File: src/rtl/core/rar_pkg.sv
// Shared types, constants and the microcode table of the rational accumulator.
// Depends on nothing; imported by rational_accumulator_reduce.
package rar_pkg;

    // Datapath widths
    localparam int OPERAND_WIDTH = 16;
    localparam int STATE_WIDTH   = 32;
    localparam int IN_FIELD_W    = 16;
    localparam int OUT_FIELD_W   = 32;
    // Sum of two cross products needs one bit above the product width
    localparam int PROD_W        = STATE_WIDTH + OPERAND_WIDTH;
    localparam int WORK_W        = PROD_W + 1;
    localparam int CNT_W         = $clog2(WORK_W);

    // Item kinds carried in the request tuser
    localparam logic [1:0] MODE_LOAD   = 2'd0;
    localparam logic [1:0] MODE_ADD    = 2'd1;
    localparam logic [1:0] MODE_MUL    = 2'd2;
    localparam logic [1:0] MODE_UNUSED = 2'd3;

    // Result status codes
    localparam logic [1:0] STATUS_OK       = 2'd0;
    localparam logic [1:0] STATUS_ZERO_DEN = 2'd1;
    localparam logic [1:0] STATUS_OVERFLOW = 2'd2;

    // Micro-operations applied to the datapath
    typedef enum logic [4:0] {
        U_NOP,
        U_ACCEPT,
        U_MUL_NUM,
        U_MUL_DEN,
        U_MUL_CROSS,
        U_ADD,
        U_LOAD,
        U_ZERO,
        U_GCD_INIT,
        U_HALVE_BOTH,
        U_HALVE_A,
        U_HALVE_B,
        U_SUBTRACT,
        U_DOUBLE_A,
        U_DIV_INIT,
        U_DIV_STEP,
        U_COMMIT,
        U_EMIT
    } t_uop;

    // Jump conditions; a false condition falls through to the next step
    typedef enum logic [3:0] {
        C_NEVER,
        C_ALWAYS,
        C_NO_INPUT,
        C_MODE_UNUSED,
        C_DEN_ZERO,
        C_MODE_LOAD,
        C_MODE_MUL,
        C_NUM_ZERO,
        C_BOTH_EVEN,
        C_A_EVEN,
        C_B_ZERO,
        C_B_EVEN,
        C_K_NONZERO,
        C_CNT_NONZERO,
        C_OVERFLOW,
        C_OUT_BUSY
    } t_cond;

    localparam int PC_W = 5;
    typedef logic [PC_W-1:0] t_pc;

    // Program labels
    localparam t_pc L_WAIT     = t_pc'(0);
    localparam t_pc L_LOAD     = t_pc'(8);
    localparam t_pc L_REDUCE   = t_pc'(9);
    localparam t_pc L_TWOS     = t_pc'(11);
    localparam t_pc L_ODD_A    = t_pc'(12);
    localparam t_pc L_LOOP     = t_pc'(13);
    localparam t_pc L_ODD_B    = t_pc'(14);
    localparam t_pc L_RESTORE  = t_pc'(16);
    localparam t_pc L_DIV      = t_pc'(18);
    localparam t_pc L_COMMIT   = t_pc'(20);
    localparam t_pc L_ZERO     = t_pc'(21);
    localparam t_pc L_DONE     = t_pc'(22);
    localparam t_pc L_REJECT   = t_pc'(24);
    localparam t_pc L_OVERFLOW = t_pc'(26);

    // One control word per step
    typedef struct packed {
        t_uop       uop;
        t_cond      cond;
        t_pc        target;
        logic [1:0] status;
    } t_ctrl;

    // Microcode read-only table
    function automatic t_ctrl f_ucode(input t_pc pc);
        t_ctrl w;
        w = '{uop: U_NOP, cond: C_ALWAYS, target: L_WAIT, status: STATUS_OK};
        unique case (pc)
            t_pc'(0):  w = '{U_ACCEPT,     C_NO_INPUT,    L_WAIT,     STATUS_OK};
            t_pc'(1):  w = '{U_NOP,        C_MODE_UNUSED, L_DONE,     STATUS_OK};
            t_pc'(2):  w = '{U_NOP,        C_DEN_ZERO,    L_REJECT,   STATUS_OK};
            t_pc'(3):  w = '{U_NOP,        C_MODE_LOAD,   L_LOAD,     STATUS_OK};
            t_pc'(4):  w = '{U_MUL_NUM,    C_NEVER,       L_WAIT,     STATUS_OK};
            t_pc'(5):  w = '{U_MUL_DEN,    C_MODE_MUL,    L_REDUCE,   STATUS_OK};
            t_pc'(6):  w = '{U_MUL_CROSS,  C_NEVER,       L_WAIT,     STATUS_OK};
            t_pc'(7):  w = '{U_ADD,        C_ALWAYS,      L_REDUCE,   STATUS_OK};
            t_pc'(8):  w = '{U_LOAD,       C_NEVER,       L_WAIT,     STATUS_OK};
            t_pc'(9):  w = '{U_NOP,        C_NUM_ZERO,    L_ZERO,     STATUS_OK};
            t_pc'(10): w = '{U_GCD_INIT,   C_NEVER,       L_WAIT,     STATUS_OK};
            t_pc'(11): w = '{U_HALVE_BOTH, C_BOTH_EVEN,   L_TWOS,     STATUS_OK};
            t_pc'(12): w = '{U_HALVE_A,    C_A_EVEN,      L_ODD_A,    STATUS_OK};
            t_pc'(13): w = '{U_NOP,        C_B_ZERO,      L_RESTORE,  STATUS_OK};
            t_pc'(14): w = '{U_HALVE_B,    C_B_EVEN,      L_ODD_B,    STATUS_OK};
            t_pc'(15): w = '{U_SUBTRACT,   C_ALWAYS,      L_LOOP,     STATUS_OK};
            t_pc'(16): w = '{U_DOUBLE_A,   C_K_NONZERO,   L_RESTORE,  STATUS_OK};
            t_pc'(17): w = '{U_DIV_INIT,   C_NEVER,       L_WAIT,     STATUS_OK};
            t_pc'(18): w = '{U_DIV_STEP,   C_CNT_NONZERO, L_DIV,      STATUS_OK};
            t_pc'(19): w = '{U_NOP,        C_OVERFLOW,    L_OVERFLOW, STATUS_OK};
            t_pc'(20): w = '{U_COMMIT,     C_ALWAYS,      L_DONE,     STATUS_OK};
            t_pc'(21): w = '{U_ZERO,       C_ALWAYS,      L_COMMIT,   STATUS_OK};
            t_pc'(22): w = '{U_NOP,        C_OUT_BUSY,    L_DONE,     STATUS_OK};
            t_pc'(23): w = '{U_EMIT,       C_ALWAYS,      L_WAIT,     STATUS_OK};
            t_pc'(24): w = '{U_NOP,        C_OUT_BUSY,    L_REJECT,   STATUS_OK};
            t_pc'(25): w = '{U_EMIT,       C_ALWAYS,      L_WAIT,     STATUS_ZERO_DEN};
            t_pc'(26): w = '{U_NOP,        C_OUT_BUSY,    L_OVERFLOW, STATUS_OK};
            t_pc'(27): w = '{U_EMIT,       C_ALWAYS,      L_WAIT,     STATUS_OVERFLOW};
            default:   w = '{U_NOP,        C_ALWAYS,      L_WAIT,     STATUS_OK};
        endcase
        return w;
    endfunction

endpackage

File: src/rtl/core/rational_accumulator_reduce.sv
// Rational accumulator with GCD reduction, driven by a microcoded sequencer.
// Depends on rar_pkg for widths, codes and the microcode table.
//
// Usage: each request on the slave stream carries a fraction in tdata and a
// mode in tuser (load, add, multiply). The block updates its non-negative
// accumulator num/den, reduces it by the GCD and returns one result per
// request on the master stream: the accumulator after the request and a status
// (ok, zero denominator rejected, overflow with state kept).
// One request is worked on at a time; tready is high only while the sequencer
// sits at its wait step. Add and multiply requests run the multiplies, then
// the binary GCD loop of halving and subtract passes and the combined
// two-quotient restoring division (WORK_W = 49 steps); load requests skip
// the multiplies. Rejected and unused-mode requests skip the arithmetic.
// The result waits in an output register; the next request is accepted while
// the receiver stalls, and the block only holds before writing a new result.
// Reset sets the accumulator to 0/1, empties the output and returns the
// sequencer to its wait step.
module rational_accumulator_reduce
    import rar_pkg::*;
(
    input  logic        i_clk,
    input  logic        i_rst_n,
    // Request stream
    input  logic        i_s_axis_tvalid,
    output logic        o_s_axis_tready,
    input  logic [31:0] i_s_axis_tdata,  // [15:0] operand_numerator, [31:16] operand_denominator
    input  logic [1:0]  i_s_axis_tuser,  // [1:0] mode
    // Result stream
    output logic        o_m_axis_tvalid,
    input  logic        i_m_axis_tready,
    output logic [63:0] o_m_axis_tdata,  // [31:0] result_numerator, [63:32] result_denominator
    output logic [1:0]  o_m_axis_tuser   // [1:0] status
);

    // Sequencer and architectural state
    t_pc                      r_pc;
    logic [STATE_WIDTH-1:0]   r_acc_num;
    logic [STATE_WIDTH-1:0]   r_acc_den;

    // Latched request
    logic [1:0]               r_mode;
    logic [OPERAND_WIDTH-1:0] r_on;
    logic [OPERAND_WIDTH-1:0] r_od;

    // Working registers
    logic [WORK_W-1:0]        r_num;
    logic [WORK_W-1:0]        r_den;
    logic [WORK_W-1:0]        r_a;
    logic [WORK_W-1:0]        r_b;
    logic [WORK_W-1:0]        r_rem_n;
    logic [WORK_W-1:0]        r_rem_d;
    logic [CNT_W-1:0]         r_k;
    logic [CNT_W-1:0]         r_cnt;

    // Result register
    logic                     r_out_valid;
    logic [OUT_FIELD_W-1:0]   r_out_num;
    logic [OUT_FIELD_W-1:0]   r_out_den;
    logic [1:0]               r_out_status;

    t_ctrl                    w_ctrl;
    t_pc                      n_pc;
    logic                     w_jump;
    logic                     w_accept;
    logic [STATE_WIDTH-1:0]   w_mx;
    logic [OPERAND_WIDTH-1:0] w_my;
    logic [PROD_W-1:0]        w_prod;
    logic                     w_a_gt_b;
    logic [WORK_W-1:0]        w_a_minus_b;
    logic [WORK_W-1:0]        w_b_minus_a;
    logic [WORK_W:0]          w_shift_n;
    logic [WORK_W:0]          w_shift_d;
    logic [WORK_W:0]          w_diff_n;
    logic [WORK_W:0]          w_diff_d;
    logic                     w_qbit_n;
    logic                     w_qbit_d;
    logic                     w_overflow;

    // Current control word
    assign w_ctrl   = f_ucode(r_pc);
    assign w_accept = i_s_axis_tvalid && o_s_axis_tready;

    assign o_s_axis_tready = (w_ctrl.uop == U_ACCEPT);
    assign o_m_axis_tvalid = r_out_valid;
    assign o_m_axis_tdata  = {r_out_den, r_out_num};
    assign o_m_axis_tuser  = r_out_status;

    // Overflow when a reduced value needs more than the state width
    assign w_overflow = (|r_num[WORK_W-1:STATE_WIDTH]) || (|r_den[WORK_W-1:STATE_WIDTH]);

    // Jump condition evaluation
    always_comb begin
        unique case (w_ctrl.cond)
            C_NEVER:       w_jump = 1'b0;
            C_ALWAYS:      w_jump = 1'b1;
            C_NO_INPUT:    w_jump = !i_s_axis_tvalid;
            C_MODE_UNUSED: w_jump = (r_mode == MODE_UNUSED);
            C_DEN_ZERO:    w_jump = (r_od == '0);
            C_MODE_LOAD:   w_jump = (r_mode == MODE_LOAD);
            C_MODE_MUL:    w_jump = (r_mode == MODE_MUL);
            C_NUM_ZERO:    w_jump = (r_num == '0);
            C_BOTH_EVEN:   w_jump = !r_a[0] && !r_b[0];
            C_A_EVEN:      w_jump = !r_a[0];
            C_B_ZERO:      w_jump = (r_b == '0);
            C_B_EVEN:      w_jump = !r_b[0];
            C_K_NONZERO:   w_jump = (r_k != '0);
            C_CNT_NONZERO: w_jump = (r_cnt != '0);
            C_OVERFLOW:    w_jump = w_overflow;
            C_OUT_BUSY:    w_jump = r_out_valid;
        endcase
        n_pc = w_jump ? w_ctrl.target : t_pc'(r_pc + 1'b1);
    end

    // Shared multiplier operand selection
    always_comb begin
        unique case (w_ctrl.uop)
            U_MUL_NUM: begin
                w_mx = r_acc_num;
                w_my = (r_mode == MODE_ADD) ? r_od : r_on;
            end
            U_MUL_DEN: begin
                w_mx = r_acc_den;
                w_my = r_od;
            end
            U_MUL_CROSS: begin
                w_mx = r_acc_den;
                w_my = r_on;
            end
            default: begin
                w_mx = r_acc_num;
                w_my = r_on;
            end
        endcase
    end

    assign w_prod = PROD_W'(w_mx) * PROD_W'(w_my);

    // Binary GCD subtract step
    assign w_a_gt_b    = (r_a > r_b);
    assign w_a_minus_b = r_a - r_b;
    assign w_b_minus_a = r_b - r_a;

    // Restoring division of numerator and denominator by the same divisor
    assign w_shift_n = {r_rem_n, r_num[WORK_W-1]};
    assign w_shift_d = {r_rem_d, r_den[WORK_W-1]};
    assign w_diff_n  = w_shift_n - {1'b0, r_a};
    assign w_diff_d  = w_shift_d - {1'b0, r_a};
    assign w_qbit_n  = (w_shift_n >= {1'b0, r_a});
    assign w_qbit_d  = (w_shift_d >= {1'b0, r_a});

    // Sequencer, datapath and result register
    always_ff @(posedge i_clk) begin
        if (!i_rst_n) begin
            r_pc        <= L_WAIT;
            r_acc_num   <= '0;
            r_acc_den   <= STATE_WIDTH'(1);
            r_out_valid <= 1'b0;
        end else begin
            r_pc <= n_pc;
            if (r_out_valid && i_m_axis_tready) begin
                r_out_valid <= 1'b0;
            end
            unique case (w_ctrl.uop)
                U_NOP: begin
                end
                U_ACCEPT: begin
                    if (w_accept) begin
                        r_mode <= i_s_axis_tuser;
                        r_on   <= OPERAND_WIDTH'(i_s_axis_tdata[IN_FIELD_W-1:0]);
                        r_od   <= OPERAND_WIDTH'(i_s_axis_tdata[2*IN_FIELD_W-1:IN_FIELD_W]);
                    end
                end
                U_MUL_NUM:   r_num <= WORK_W'(w_prod);
                U_MUL_DEN:   r_den <= WORK_W'(w_prod);
                U_MUL_CROSS: r_b   <= WORK_W'(w_prod);
                U_ADD:       r_num <= r_num + r_b;
                U_LOAD: begin
                    r_num <= WORK_W'(r_on);
                    r_den <= WORK_W'(r_od);
                end
                U_ZERO: begin
                    r_num <= '0;
                    r_den <= WORK_W'(1);
                end
                U_GCD_INIT: begin
                    r_a <= r_num;
                    r_b <= r_den;
                    r_k <= '0;
                end
                U_HALVE_BOTH: begin
                    if (!r_a[0] && !r_b[0]) begin
                        r_a <= r_a >> 1;
                        r_b <= r_b >> 1;
                        r_k <= r_k + 1'b1;
                    end
                end
                U_HALVE_A: begin
                    if (!r_a[0]) begin
                        r_a <= r_a >> 1;
                    end
                end
                U_HALVE_B: begin
                    if (!r_b[0]) begin
                        r_b <= r_b >> 1;
                    end
                end
                U_SUBTRACT: begin
                    if (w_a_gt_b) begin
                        r_a <= r_b;
                        r_b <= w_a_minus_b;
                    end else begin
                        r_b <= w_b_minus_a;
                    end
                end
                U_DOUBLE_A: begin
                    if (r_k != '0) begin
                        r_a <= r_a << 1;
                        r_k <= r_k - 1'b1;
                    end
                end
                U_DIV_INIT: begin
                    r_rem_n <= '0;
                    r_rem_d <= '0;
                    r_cnt   <= CNT_W'(WORK_W - 1);
                end
                U_DIV_STEP: begin
                    r_rem_n <= w_qbit_n ? w_diff_n[WORK_W-1:0] : w_shift_n[WORK_W-1:0];
                    r_rem_d <= w_qbit_d ? w_diff_d[WORK_W-1:0] : w_shift_d[WORK_W-1:0];
                    r_num   <= {r_num[WORK_W-2:0], w_qbit_n};
                    r_den   <= {r_den[WORK_W-2:0], w_qbit_d};
                    r_cnt   <= r_cnt - 1'b1;
                end
                U_COMMIT: begin
                    r_acc_num <= r_num[STATE_WIDTH-1:0];
                    r_acc_den <= r_den[STATE_WIDTH-1:0];
                end
                U_EMIT: begin
                    r_out_valid  <= 1'b1;
                    r_out_num    <= OUT_FIELD_W'(r_acc_num);
                    r_out_den    <= OUT_FIELD_W'(r_acc_den);
                    r_out_status <= w_ctrl.status;
                end
            endcase
        end
    end

    // A new result is only written into an empty output register
    a_emit_free: assert property (@(posedge i_clk) disable iff (!i_rst_n)
        (w_ctrl.uop == U_EMIT) |-> !r_out_valid)
        else $error("result written over a pending result");

    // A result appears only after an emit step
    a_valid_source: assert property (@(posedge i_clk) disable iff (!i_rst_n)
        $rose(r_out_valid) |-> $past(w_ctrl.uop == U_EMIT))
        else $error("output valid without an emit step");

    // The accumulator denominator never becomes zero
    a_den_nonzero: assert property (@(posedge i_clk) disable iff (!i_rst_n)
        (r_acc_den != '0))
        else $error("accumulator denominator is zero");

    // The division always runs with a nonzero GCD as divisor
    a_divisor_nonzero: assert property (@(posedge i_clk) disable iff (!i_rst_n)
        (w_ctrl.uop == U_DIV_STEP) |-> (r_a != '0))
        else $error("division by a zero divisor");

endmodule
File: config.mk
export PLATFORM = sky130hd
export DESIGN_NAME = rational_accumulator_reduce
export DESIGN_NICKNAME = d
export VERILOG_FILES = /design/src/rtl/core/rar_pkg.sv /design/src/rtl/core/rational_accumulator_reduce.sv
export SDC_FILE = /design/constraint.sdc
export NUM_CORES = 2
export LEC_CHECK = 0
export ABC_AREA = 1
export BUFFER_PORTS_ARGS = -buffer_cell sky130_fd_sc_hd__buf_2
export CAP_MARGIN = 10
export CORE_MARGIN = 1.5
export CORE_UTILIZATION = 33
export DETAILED_ROUTE_END_ITERATION = 8
export PLACE_DENSITY_LB_ADDON = 0.05
export SKIP_LAST_GASP = 1
export SYNTH_ARGS = -nofsm -noshare
export SYNTH_HDL_FRONTEND = slang
export SYNTH_SLANG_ARGS = --single-unit
File: constraint.sdc
create_clock -name i_clk -period 15.2 [get_ports i_clk]
set_clock_uncertainty 0.05 [all_clocks]
set_input_delay 3.04 -clock i_clk [delete_from_list [all_inputs] [get_ports i_clk]]
set_output_delay 3.04 -clock i_clk [all_outputs]
set_load 0.01 [all_outputs]
==> run_results.csv <==
group,metric,value,unit
clock_tree,cts_hold_buf,0,
sta,max-slew-margin-rel,0.185,
routing,firstDrtPassIters,7,
clock_tree,cts_setup_buffers,0,
sta,finalSetupViolCount,0,
finish,area_growth_syn_to_layout,9.82,%
global_route,antenna_found_initial,3,
clock_tree,path_clk_slew,60,ps
pwr,power_density,151,nW/um^2
die,die_h,412,um
synthesis,postSynthCellCount,7377,
finish,stdcell_count,9650,
sta,timing.fmax,106,MHz
clock_tree,ctsResizeCount,0,
critical_path,r2r_slack,5760,ps
global_route,grt_pass1_vias,53213,
clock_tree,insertion_delay,740,ps
routing,wl_per_cell,26.3,um
synthesis,synthArstFlopShare,0,
synthesis,synth_edf_count,406,
synthesis,synthTopCellsByArea,"edfxtp_1 (22%), fa_1 (15%), nand2_1 (10%), ha_1 (8.6%), inv_1 (8.1%)",
global_route,grt_max_degree,108,
synthesis,ys_warn_count,0,
synthesis,yosysMostFrequentCell,"nand2_1",
die,io_pins,106,
flow_run,maxCapViolations,0,
global_route,grt_pass1_wl,366,mm
sta,min_period,9440,ps
synthesis,syn-cell-area,55200,um^2
die,core,166000,um^2
routing,vias,51316,
placement,io_buffers,105,
critical_path,crit_slowest_cell,"nor4_1",
outcome,outcome,"complete, no violations",
clock_tree,numCtsBuffers,71,
synthesis,ys_seq_area_frac,0.252,
die,initial_core_util,0.333,
sta,finalSetupTns,0,ps
clock_tree,cts_tree,"built",
global_route,groute.usage.overall,0.297,
placement,dp_cells,9517,
synthesis,synth_area_per_cell,7.48,um^2
routing,drt.antenna.violating_nets,0,
routing,route.detailed.drc,0,
finish,drive_gt1_frac,0.0582,
synthesis,synth_largest_area_cell,"edfxtp_1",
sta,fin_ws,5760,ps
routing,wl,254,mm
synthesis,synth.top_cells.by_count,"nand2_1 (1520), inv_1 (1198), nor2_1 (839)",
sta,post-route-period-util,0.621,
placement,pre_cts_slack,5850,ps
clock_tree,cts_buffer_depth,3,
critical_path,cp.arrival,9840,ps
critical_path,cp_common_cell,"inv_1",
sta,finalMaxSlewViolations,0,
clock_tree,cts_num_sinks,492,
synthesis,ys.flop_type,"edfxtp_1",
finish,fin_nets,8241,
sta,rsz0062_at_grt,"false",
global_route,grt-ovfl-total,0,
routing,vias_per_cell,5.32,
critical_path,startpoint_type,"flip-flop",
die,dieArea,170000,um^2
critical_path,end_kind,"flip-flop",
sta,holdWs,363,ps
finish,post-route-util,0.366,
synthesis,synth_fp_nets,8217,
synthesis,ys_ff_latch,492,
critical_path,cp.required,15610,ps
critical_path,path_class,"flip-flop to flip-flop",
pwr,p_leak,26.2,nW
routing,drtIter0Drc,3965,
die,rows,149,
synthesis,synth.top_cell.area_share,0.221,
sta,worst_slew_pin_slew,1210,ps
critical_path,crit_fanout,32,
worst_hold_path,min_path_type,"flip-flop to flip-flop",
die,die_w,412,um
synthesis,yosysUniqueCellTypes,63,
clock_tree,cts_root_buf,"clkbuf_16",
placement,dpl.hpwl,207,mm
clock_tree,htree_levels,3,
pwr,irDropWorstVdd,0.0000961,V
sta,hold_viol_final,0,
placement,gp_congestion,1.04,
critical_path,cpPeakStageDelay,810,ps
final cells by class:
type                    count  area, um^2
inverters                1230        4620
well taps                2189        2740
diodes                      1        2.50
clock buffers              84        1890
fillers                 17869      105000
clock inverters            48         587
flip-flops and latches    492       13900
multi-input cells        5428       35800
repair buffers            178        1100
layer usage:
layer	global-route usage	routed length (um)	vias up	part of all wire
li1	-	-	24070	-
met1	0.364	105000	25423	0.41
met2	0.522	125000	1411	0.49
met3	0.0302	10200	412	0.040
met4	0.143	13800	0	0.054
met5	0	0	-	0
power by group:
part,switching [mW],internal (mW)
sequential,0.290,1.79
combinational,3.75,1.52
clock,0.766,1.06
total,4.81,4.36
worst paths after layout:
path / to / startpoint / cells past startpoint
worst max-delay path: r_b[41] / w_ctrl[14] / 29
worst min-delay path: o_m_axis_tuser[0] / w_ctrl[0] / 0
worst max register to register: r_b[41] / w_ctrl[14] / 29
worst min register to register: o_m_axis_tuser[0] / w_ctrl[0] / 0
registers in the layout, summed over array words and instances, names as in the netlist:
signal / flops
r_den: 49
r_od: 16
w_ctrl: 16
r_k: 6
r_a: 49
r_pc: 5
r_cnt: 6
o_m_axis_tvalid: 1
r_mode: 2
r_rem_n: 49
r_b: 49
o_m_axis_tuser: 2
r_out_den: 32
r_out_num: 32
r_on: 16
r_acc_num: 32
r_num: 49
r_acc_den: 32
r_rem_d: 49
cells by family (layout without fill, tap and decap cells):
family	count (synthesis)	after routing	synth area share
compound gates	1541	1541	0.158
xor+xnor	222	222	0.0352
fa+ha+maj	802	802	0.240
buf+inv	1457	1540	0.103
flops	492	492	0.252
other cells	0	1	0
simple gates	2863	2863	0.212
worst max-delay path, delay by kind of cell (launching register included):
kind	cells	cell delay (ps)
buf+inv	8	1510
simple gates	13	3270
fa+ha+maj	7	3310
flops	1	340
compound gates	1	630
placed cells by master, fill, tap and decap left out, drive strengths merged, types with 41 or more instances in the layout:
master,netlist,routed
inv,1229,1233
o21ai,510,510
dfxtp,86,86
xor2,142,142
o211ai,41,41
clkbuf,120,84
a31oi,58,58
nand2,1532,1532
buf,107,178
nand3,296,296
a21oi,628,628
o22ai,50,50
a21o,45,45
nand4,45,45
xnor2,80,80
edfxtp,406,406
o21a,47,47
fa,424,424
o21bai,41,41
nor2,859,859
nor3,52,52
ha,378,378
per-stage QoR:
stage / power, mW / area [um^2]
floorplan: 5.31 / 55200
global placement: 7.31 / 58100
detailed placement: 7.28 / 58100
CTS: 9.15 / 60600
global route: 9.74 / 60600
finish: 9.17 / 60600
(Power assumes the default switching activity.)
